$ cat src/ithb_pkg.sv
`timescale 1ns / 1ps
// ----------------------------------------------------------------------------
// ithb_pkg
// Shared types, field constants and the checksum fold for the IPv4/TCP header
// builder.
// ----------------------------------------------------------------------------
package ithb_pkg;

   localparam int HdrWords = 20;
   localparam int IdxWidth = 5;
   localparam int CsrIdxWidth = 8;

   localparam logic [IdxWidth-1:0] LastIdx = 5'd19;

   localparam logic [15:0] VerIhlTos  = 16'h4500;
   localparam logic [15:0] TotalLen   = 16'd40;
   localparam logic [15:0] FragWord   = 16'h0000;
   localparam logic [7:0]  TimeToLive = 8'd128;
   localparam logic [7:0]  ProtoTcp   = 8'd6;
   localparam logic [15:0] TcpLen     = 16'd20;
   localparam logic [3:0]  DataOffset = 4'd5;
   localparam logic [15:0] WindowSize = 16'hFFFF;
   localparam logic [15:0] UrgentPtr  = 16'h0000;

   typedef enum logic [CsrIdxWidth-1:0] {
      REG_SRC_ADDR  = 8'd0,
      REG_DST_ADDR  = 8'd1,
      REG_SRC_PORT  = 8'd2,
      REG_DEST_PORT = 8'd3
   } csr_idx_type;

   typedef struct packed {
      logic [31:0] src_addr;
      logic [31:0] dst_addr;
      logic [15:0] src_port;
      logic [15:0] dest_port;
   } cfg_type;

   typedef struct packed {
      logic [31:0] ack_base;
      logic [31:0] sequence_number;
      logic [15:0] ip_ident;
      logic [5:0]  flags;   // {urg, ack, psh, rst, syn, fin}
   } req_type;

   typedef logic [HdrWords-1:0][15:0] hdr_type;

   // Folds the end-around carries of a ones'-complement sum and inverts it.
   function automatic logic [15:0] csum_fold(input logic [20:0] sum);
      logic [16:0] s1;
      logic [15:0] s2;
      s1 = 17'(sum[15:0]) + 17'(sum[20:16]);
      s2 = s1[15:0] + 16'(s1[16]);
      return ~s2;
   endfunction

endpackage

$ cat src/ipv4_tcp_header_builder_unit.sv
`timescale 1ns / 1ps
// ----------------------------------------------------------------------------
// ipv4_tcp_header_builder_unit
// Builds a 40-byte IPv4 plus TCP header with both checksums for each request
// and streams it out as twenty 16-bit words.
// ----------------------------------------------------------------------------
// Each request word produces twenty result words, header word 0 first, in
// network byte order, with the word position on rsp_tuser and rsp_tlast on
// word 19. The result port moves one 16-bit word per cycle while rsp_tready stays
// high. A request passes the input register, then the header buffer, then the
// output register; the next request is taken while the current header drains,
// and its header is loaded in the cycle its predecessor's last word leaves the
// buffer. Addresses and ports come from the csr registers, which the user must
// write only while no request is in flight; the block does not enforce this.
// Writes to unused indexes are dropped.
module ipv4_tcp_header_builder_unit (
   input  logic        clock,
   input  logic        reset,
   input  logic        req_tvalid,
   output logic        req_tready,
   // [0] fin, [1] syn, [2] rst, [3] psh, [4] ack, [5] urg, [21:6] ip_ident,
   // [53:22] sequence_number, [85:54] ack_base, [87:86] zero
   input  logic [87:0] req_tdata,
   output logic        rsp_tvalid,
   input  logic        rsp_tready,
   output logic [15:0] rsp_tdata,   // [15:0] header_word
   output logic [4:0]  rsp_tuser,   // [4:0] word_index
   output logic        rsp_tlast,
   input  logic        csr_valid,
   output logic        csr_ready,
   input  logic [7:0]  csr_index,
   input  logic [31:0] csr_data
);
   import ithb_pkg::*;

   cfg_type cfg_ff;
   req_type req_ff;
   logic    req_valid_ff, req_valid_in;
   hdr_type hdr;
   logic    hdr_ready;
   logic    req_take;

   assign csr_ready = 1'b1;

   always_ff @(posedge clock) begin
      if (reset) begin
         cfg_ff <= '0;
      end else if (csr_valid) begin
         case (csr_idx_type'(csr_index))
            REG_SRC_ADDR:  cfg_ff.src_addr  <= csr_data;
            REG_DST_ADDR:  cfg_ff.dst_addr  <= csr_data;
            REG_SRC_PORT:  cfg_ff.src_port  <= csr_data[15:0];
            REG_DEST_PORT: cfg_ff.dest_port <= csr_data[15:0];
            default: ;
         endcase
      end
   end

   always_comb begin
      req_tready   = !req_valid_ff || hdr_ready;
      req_take     = req_tvalid && req_tready;
      req_valid_in = req_valid_ff;
      if (req_take) begin
         req_valid_in = 1'b1;
      end else if (hdr_ready) begin
         req_valid_in = 1'b0;
      end
   end

   always_ff @(posedge clock) begin
      if (reset) begin
         req_valid_ff <= 1'b0;
      end else begin
         req_valid_ff <= req_valid_in;
      end
   end

   always_ff @(posedge clock) begin
      if (req_take) begin
         req_ff.flags           <= req_tdata[5:0];
         req_ff.ip_ident        <= req_tdata[21:6];
         req_ff.sequence_number <= req_tdata[53:22];
         req_ff.ack_base        <= req_tdata[85:54];
      end
   end

   ithb_hdr_calc u_calc (
      .req (req_ff),
      .cfg (cfg_ff),
      .hdr (hdr)
   );

   ithb_serializer u_ser (
      .clock      (clock),
      .reset      (reset),
      .hdr_valid  (req_valid_ff),
      .hdr        (hdr),
      .hdr_ready  (hdr_ready),
      .rsp_tvalid (rsp_tvalid),
      .rsp_tready (rsp_tready),
      .rsp_tdata  (rsp_tdata),
      .rsp_tuser  (rsp_tuser),
      .rsp_tlast  (rsp_tlast)
   );

endmodule

$ cat src/ithb_hdr_calc.sv
`timescale 1ns / 1ps
// ----------------------------------------------------------------------------
// ithb_hdr_calc
// Builds all twenty header words of one request, including both checksums.
// ----------------------------------------------------------------------------
module ithb_hdr_calc (
   input  ithb_pkg::req_type req,
   input  ithb_pkg::cfg_type cfg,
   output ithb_pkg::hdr_type hdr
);
   import ithb_pkg::*;

   logic [31:0] ack_value;
   logic [15:0] flag_word;
   logic [20:0] ip_sum;
   logic [20:0] tcp_sum;

   always_comb begin
      ack_value = (req.ack_base != 32'd0) ? req.ack_base + 32'd1 : 32'd0;
      flag_word = {DataOffset, 6'd0, req.flags};

      ip_sum = 21'(VerIhlTos) + 21'(TotalLen) + 21'(req.ip_ident) + 21'(FragWord)
             + 21'({TimeToLive, ProtoTcp})
             + 21'(cfg.src_addr[31:16]) + 21'(cfg.src_addr[15:0])
             + 21'(cfg.dst_addr[31:16]) + 21'(cfg.dst_addr[15:0]);

      // Pseudo-header (addresses, protocol, TCP length) plus the TCP header.
      tcp_sum = 21'(cfg.src_addr[31:16]) + 21'(cfg.src_addr[15:0])
              + 21'(cfg.dst_addr[31:16]) + 21'(cfg.dst_addr[15:0])
              + 21'(ProtoTcp) + 21'(TcpLen)
              + 21'(cfg.src_port) + 21'(cfg.dest_port)
              + 21'(req.sequence_number[31:16]) + 21'(req.sequence_number[15:0])
              + 21'(ack_value[31:16]) + 21'(ack_value[15:0])
              + 21'(flag_word) + 21'(WindowSize) + 21'(UrgentPtr);

      hdr[0]  = VerIhlTos;
      hdr[1]  = TotalLen;
      hdr[2]  = req.ip_ident;
      hdr[3]  = FragWord;
      hdr[4]  = {TimeToLive, ProtoTcp};
      hdr[5]  = csum_fold(ip_sum);
      hdr[6]  = cfg.src_addr[31:16];
      hdr[7]  = cfg.src_addr[15:0];
      hdr[8]  = cfg.dst_addr[31:16];
      hdr[9]  = cfg.dst_addr[15:0];
      hdr[10] = cfg.src_port;
      hdr[11] = cfg.dest_port;
      hdr[12] = req.sequence_number[31:16];
      hdr[13] = req.sequence_number[15:0];
      hdr[14] = ack_value[31:16];
      hdr[15] = ack_value[15:0];
      hdr[16] = flag_word;
      hdr[17] = WindowSize;
      hdr[18] = csum_fold(tcp_sum);
      hdr[19] = UrgentPtr;
   end

endmodule

$ cat src/ithb_serializer.sv
`timescale 1ns / 1ps
// ----------------------------------------------------------------------------
// ithb_serializer
// Holds one finished header and sends it out one word per cycle, while rsp_tready
// is high, through a registered output stage.
// ----------------------------------------------------------------------------
module ithb_serializer (
   input  logic              clock,
   input  logic              reset,
   input  logic              hdr_valid,
   input  ithb_pkg::hdr_type hdr,
   output logic              hdr_ready,
   output logic              rsp_tvalid,
   input  logic              rsp_tready,
   output logic [15:0]       rsp_tdata,
   output logic [4:0]        rsp_tuser,
   output logic              rsp_tlast
);
   import ithb_pkg::*;

   hdr_type             buf_ff;
   logic                buf_valid_ff, buf_valid_in;
   logic [IdxWidth-1:0] idx_ff, idx_in;
   logic                out_valid_ff, out_valid_in;
   logic [15:0]         out_word_ff;
   logic [IdxWidth-1:0] out_idx_ff;
   logic                out_last_ff;
   logic                advance;
   logic                take_word;
   logic                buf_done;

   always_comb begin
      advance   = !out_valid_ff || rsp_tready;
      take_word = advance && buf_valid_ff;
      buf_done  = take_word && (idx_ff == LastIdx);
      hdr_ready = !buf_valid_ff || buf_done;

      out_valid_in = out_valid_ff;
      if (advance) begin
         out_valid_in = buf_valid_ff;
      end

      buf_valid_in = buf_valid_ff;
      idx_in       = idx_ff;
      if (take_word) begin
         idx_in = idx_ff + 5'd1;
      end
      if (buf_done) begin
         buf_valid_in = 1'b0;
         idx_in       = '0;
      end
      if (hdr_ready && hdr_valid) begin
         buf_valid_in = 1'b1;
         idx_in       = '0;
      end
   end

   always_ff @(posedge clock) begin
      if (reset) begin
         buf_valid_ff <= 1'b0;
         idx_ff       <= '0;
         out_valid_ff <= 1'b0;
      end else begin
         buf_valid_ff <= buf_valid_in;
         idx_ff       <= idx_in;
         out_valid_ff <= out_valid_in;
      end
   end

   always_ff @(posedge clock) begin
      if (hdr_ready && hdr_valid) begin
         buf_ff <= hdr;
      end
      if (take_word) begin
         out_word_ff <= buf_ff[idx_ff];
         out_idx_ff  <= idx_ff;
         out_last_ff <= (idx_ff == LastIdx);
      end
   end

   assign rsp_tvalid = out_valid_ff;
   assign rsp_tdata  = out_word_ff;
   assign rsp_tuser  = out_idx_ff;
   assign rsp_tlast  = out_last_ff;

   a_idx_range: assert property (@(posedge clock) disable iff (reset)
      idx_ff <= LastIdx)
      else $error("word counter ran past the last header word");

   a_last_marks_end: assert property (@(posedge clock) disable iff (reset)
      out_valid_ff |-> (out_last_ff == (out_idx_ff == LastIdx)))
      else $error("last flag does not match the word position");

   a_words_in_order: assert property (@(posedge clock) disable iff (reset)
      (out_valid_ff && rsp_tready && !out_last_ff)
         |=> (out_valid_ff && out_idx_ff == $past(out_idx_ff) + 5'd1))
      else $error("header words left the buffer out of order or with a gap");

endmodule

$ cat config.mk
export PLATFORM = sky130hd
export DESIGN_NAME = ipv4_tcp_header_builder_unit
export DESIGN_NICKNAME = d
export VERILOG_FILES = /design/src/ithb_pkg.sv /design/src/ipv4_tcp_header_builder_unit.sv /design/src/ithb_hdr_calc.sv /design/src/ithb_serializer.sv
export SDC_FILE = /design/constraint.sdc
export NUM_CORES = 1
export LEC_CHECK = 0
export ABC_AREA = 1
export ABC_CLOCK_PERIOD_IN_PS = 30200
export BUFFER_PORTS_ARGS = -buffer_cell sky130_fd_sc_hd__buf_4
export CORE_MARGIN = 5
export CORE_UTILIZATION = 59
export CTS_CLUSTER_SIZE = 28
export DETAILED_ROUTE_END_ITERATION = 10
export GPL_ROUTABILITY_DRIVEN = 0
export PLACE_DENSITY_LB_ADDON = 0.25
export SLEW_MARGIN = 25
export SYNTH_ARGS = -nofsm -noshare
export SYNTH_HDL_FRONTEND = slang
export SYNTH_HIERARCHICAL = 1
export SYNTH_SLANG_ARGS = --single-unit
$ cat constraint.sdc
create_clock -name clock -period 30.2 [get_ports clock]
set_clock_uncertainty 0.2 [all_clocks]
set_input_delay 1.51 -clock clock [delete_from_list [all_inputs] [get_ports clock]]
set_output_delay 1.51 -clock clock [all_outputs]
set_load 0.005 [all_outputs]
Yosys cells after proc, flatten, opt, wreduce, memory -nomap -nowiden:

Cells that the tools add are included.
W data, S select, Z words.

* bits in registers: 426
* output and inout port bits: 25
* logic and storage cells: 87

* add/sub/neg operators: 25
* order comparisons: 1
* equality and inequality tests: 4
* mux-type cells: 7
* bitwise logic cells: 2
* reductions and logical operators: 19

Operators with widths (count)
* $add A21 B16 Y21: 12
* $bmux W16 S5: 1
* $add A21 B16 Y21 const B: 2
* $add A16 B5 Y17: 2
* $add A16 B1 Y16: 2
* $add A32 B1 Y32 const B: 1
* $mux W32: 1
* $not A16 Y16: 2
* $reduce_bool A32 Y1: 1
* $add A21 B15 Y21: 1
* $add A21 B3 Y21 const B: 1
* $add A21 B5 Y21 const B: 1
* $add A15 B16 Y17 const A: 1
* $add A16 B16 Y17: 1
* $eq A8 B2 Y1 const B: 2
* $mux W16: 1
* $eq A8 B1 Y1 const B: 1
* $logic_not A8 Y1: 1
* $reduce_and A2 Y1: 4
* $lt A5 B6 Y1 const B: 1
* $add A5 B1 Y5 const B: 1
* $eq A5 B5 Y1 const B: 1
* $logic_and A1 B1 Y1: 4
* $mux W1: 4
* 4 further kinds: 9

Longest topological paths before layout:

* word-level depth: 16
* gate-level depth with buffers: 63

Modules after synthesis:

Netlist, hierarchy kept.

Modules (own cells, without submodules)
* ithb_serializer: times used 1, cells each 1363, area each 14666.6 µm², seq. area each 10410.0 µm²
* ithb_hdr_calc: times used 1, cells each 1615, area each 11678.7 µm², seq. area each 0.0 µm²
* ipv4_tcp_header_builder_unit: times used 1, cells each 670, area each 6700.2 µm², seq. area each 4524.3 µm²

Worst setup path before layout:

Ideal clock, no wire load.

* path kind: input port to flip-flop
* start: in rsp_tready
* end: reg u_ser/buf_ff[0] (netlist name)
* setup time: 1.109 ns
* arrival: 17.530 ns
* required time: 28.891 ns
* setup slack: 11.361 ns
* cell stages on the path: 6
* cells stage by stage: inv_1 -> nand2_1 -> nand2_1 -> inv_1 -> nand2_1 -> a21oi_1

RTL lines
* start: declaration: line ipv4_tcp_header_builder_unit.sv:25 `input logic rsp_tready,`

==> results.toml <==
[run_status]
run_status = "complete, no violations"

[detailed_routing]
route.detailed.wl_per_inst_um = 17.6
via_per_inst = 5.08
route.antenna.remaining_nets = 0
drc_errors = 0
wl_um = 77600
drt-pass1-iter-count = 6
via_count = 22432
initialDrtViolationCount = 1797

[worst_hold_path]
hold_path.class = "reg -> reg"

[global_route]
grt_use_met2_pct = 43.2
antenna_found_initial = 0
grtUsageMet1_pct = 34.3
globalRoute.busiestLayer = "met2"
grt_first_pass_wirelength_um = 122000
gr-total-overflow = 0
grt_max_degree = 192
grt_pass1_vias = 22019
global_route.usage.met3_pct = 3.82
global_route.usage.total_pct = 26.0

[critical_path]
required_ns = 30.35
worst_setup_path_end_kind = "register"
crit_path_max_fanout = 8
crit_path_max_incr_delay_ns = 0.55
critical_path_class = "reg -> reg"
slowest_stage = "sky130_fd_sc_hd__fa_1"
worstSetupStartpointType = "register"
crit_arrival_ns = 10.18

[die]
starting_density_of_the_core_pct = 59.7
fp.dieH_um = 247
core_region_area_um2 = 55300
io_pins = 158
die_width_um = 247
fp-row-count = 86
die_area_um2 = 60800

[synthesis]
synth_top_cell_area_share_pct = 38.9
synth.top_cells.by_area = "sky130_fd_sc_hd__edfxtp_1, sky130_fd_sc_hd__fa_1, sky130_fd_sc_hd__nand2_1"
synth.lib_cells_used.distinct = 50
synthesis.area_per_instance_um2 = 9.06
synth-async-reset-ratio_pct = 0
syn_area_um2 = 33000
synth_commonest_cells = "sky130_fd_sc_hd__nand2_1, sky130_fd_sc_hd__inv_1, sky130_fd_sc_hd__edfxtp_1, sky130_fd_sc_hd__nand3_1, sky130_fd_sc_hd__buf_4"
synth_ff_type = "sky130_fd_sc_hd__edfxtp_1"
netlist_instances = 3648
synth-edff-count = 428
yosys.cell_count.top_type = "sky130_fd_sc_hd__nand2_1"
post-synth-top-area-cell = "sky130_fd_sc_hd__edfxtp_1"
synthesis.yosys.warnings = 6
synth_seq_area_share_pct = 45.2
ys_ff_latch = 532

[clock_tree]
register_clock_pin_slew_on_the_reported_worst_setup_and_hold_paths_ns = 0.06
cts_max_path_buffers = 3
post_cts_resized = 0
clkLatencyLatePin_ns = 0.62
post-cts-setup-buffer-count = 0
cts_made_buffers = 57
ctsHtreeMaxLevel = 2
holdBufCountCts = 0
tritoncts_clock_tree = "done"
cts_root_buffer = "sky130_fd_sc_hd__clkbuf_16"
clkSinkCount = 532

[timing]
rsz0062_at_grt = "false"
hold_viol_final = 0
timing.hold.ws_ns = 0.248
final_slew_violations = 0
timing.final.crit_share_pct = 33.2
fmaxAchievable_ghz = 0.0997
report.final.setup_viol = 0
relSlewSlack_pct = 27.1
worstMarginPinSlew_ns = 1.09
finalCriticalPeriod_ns = 10.03
totalNegativeSetupSlack_ns = 0

[placed_design]
hpwl_dp_um = 55700
port_buffers = 154

[finish]
area_growth_syn_to_layout_pct = 5.99
antenna_cells_inserted = 0
final_nets = 4018
post_route_cells_drive_above_1_share_pct = 9.66

[pwr]
cellLeakagePower_nw = 16.5
vdd_ir_drop_max_v = 0.0000526
pwr_density_cell_nw_per_um2 = 66.0

[job]
max_cap_violations = 0
-- cells in the final DEF (no fill, tap or decap), drive strengths merged, types with 3 or more instances in the layout --
cell type	n
fa	178
xor2	41
o22ai	16
nor3	16
bufinv	3
clkinv	14
clkbuf	86
a31oi	4
conb	107
nand3b	5
inv	752
nand3	349
nand2	827
ha	90
o21bai	7
nand4	24
dfxtp	104
buf	173
nor4	8
a21oi	126
or2	3
o21ai	53
nor2	225
edfxtp	428
xnor2	16
-- routing by layer --
metal	routed length (µm)	vias to the layer above
met5	0	-
met3	5440	151
met2	37200	792
li1	-	10960
met1	31300	10529
met4	3660	0
-- kinds of logic after synthesis --
logic type	Yosys count	synth area share, %
XOR/XNOR	57	1.64
buffers and inverters	1117	16.3
flip-flops	532	45.2
AO/OA/AOI/OAI	212	3.41
other	3	0.0341
AND/OR/NAND/NOR	1459	19.3
adder cells (fa/ha/maj)	268	14.2
-- worst max-delay path, delay by kind of cell (launching register included) --
family          cells  cell delay (ns)
buf+inv             9             0.59
compound gates      5             0.74
fa+ha+maj          10             3.94
flops               1             0.50
simple gates       26             3.46
xor+xnor            1             0.34
-- power by group --
group          switching [W]  internal (W)  total (W)
combinational       0.000511      0.000244   0.000755
sequential         0.0000183      0.000856   0.000874
clock               0.000285      0.000399   0.000684
-- through the flow --
step	utilization [%]	total power (W)	instance area, µm²	setup WS (ns)	std cells
CTS	63.3	0.00232	35000	20.28	4412
floorplan	-	0.00146	33400	11.36	3752
finish	63.3	0.00231	35000	20.17	4413
detailed placement	59.9	0.00163	33200	20.35	4305
global route	63.3	0.00245	35000	19.27	4413
global placement	59.9	0.00162	33200	20.33	4305
-- area by class of cell --
type	count	area, µm²
clock buffer	86	1640
clock inverter	21	200
fill	4563	20300
inverter	750	2820
multi-input combinational	2103	13200
sequential	532	14900
tap	748	936
timing repair buffer	173	1340
-- state kept, by name, summed over array words and instances, names as in the netlist --
signal,flops
u_ser/rsp_tlast,1
u_ser/buf_ff,320
u_ser/idx_ff,5
u_ser/rsp_tuser,5
req_valid_ff,1
u_ser/buf_valid_ff,1
cfg_ff,96
u_ser/rsp_tdata,16
req_ff,86
u_ser/rsp_tvalid,1
-- path summary, 6_finish.rpt --
path	start	end	slack [ns]	cells after the start
worst min register to register	req_ff[50]	u_ser/buf_ff[204]	0.25	0
worst min-delay path	req_ff[50]	u_ser/buf_ff[204]	0.25	0
worst max register to register	req_ff[59]	u_ser/buf_ff[302]	20.17	51
worst max-delay path	req_ff[59]	u_ser/buf_ff[302]	20.17	51
(Power assumes the default switching activity.)
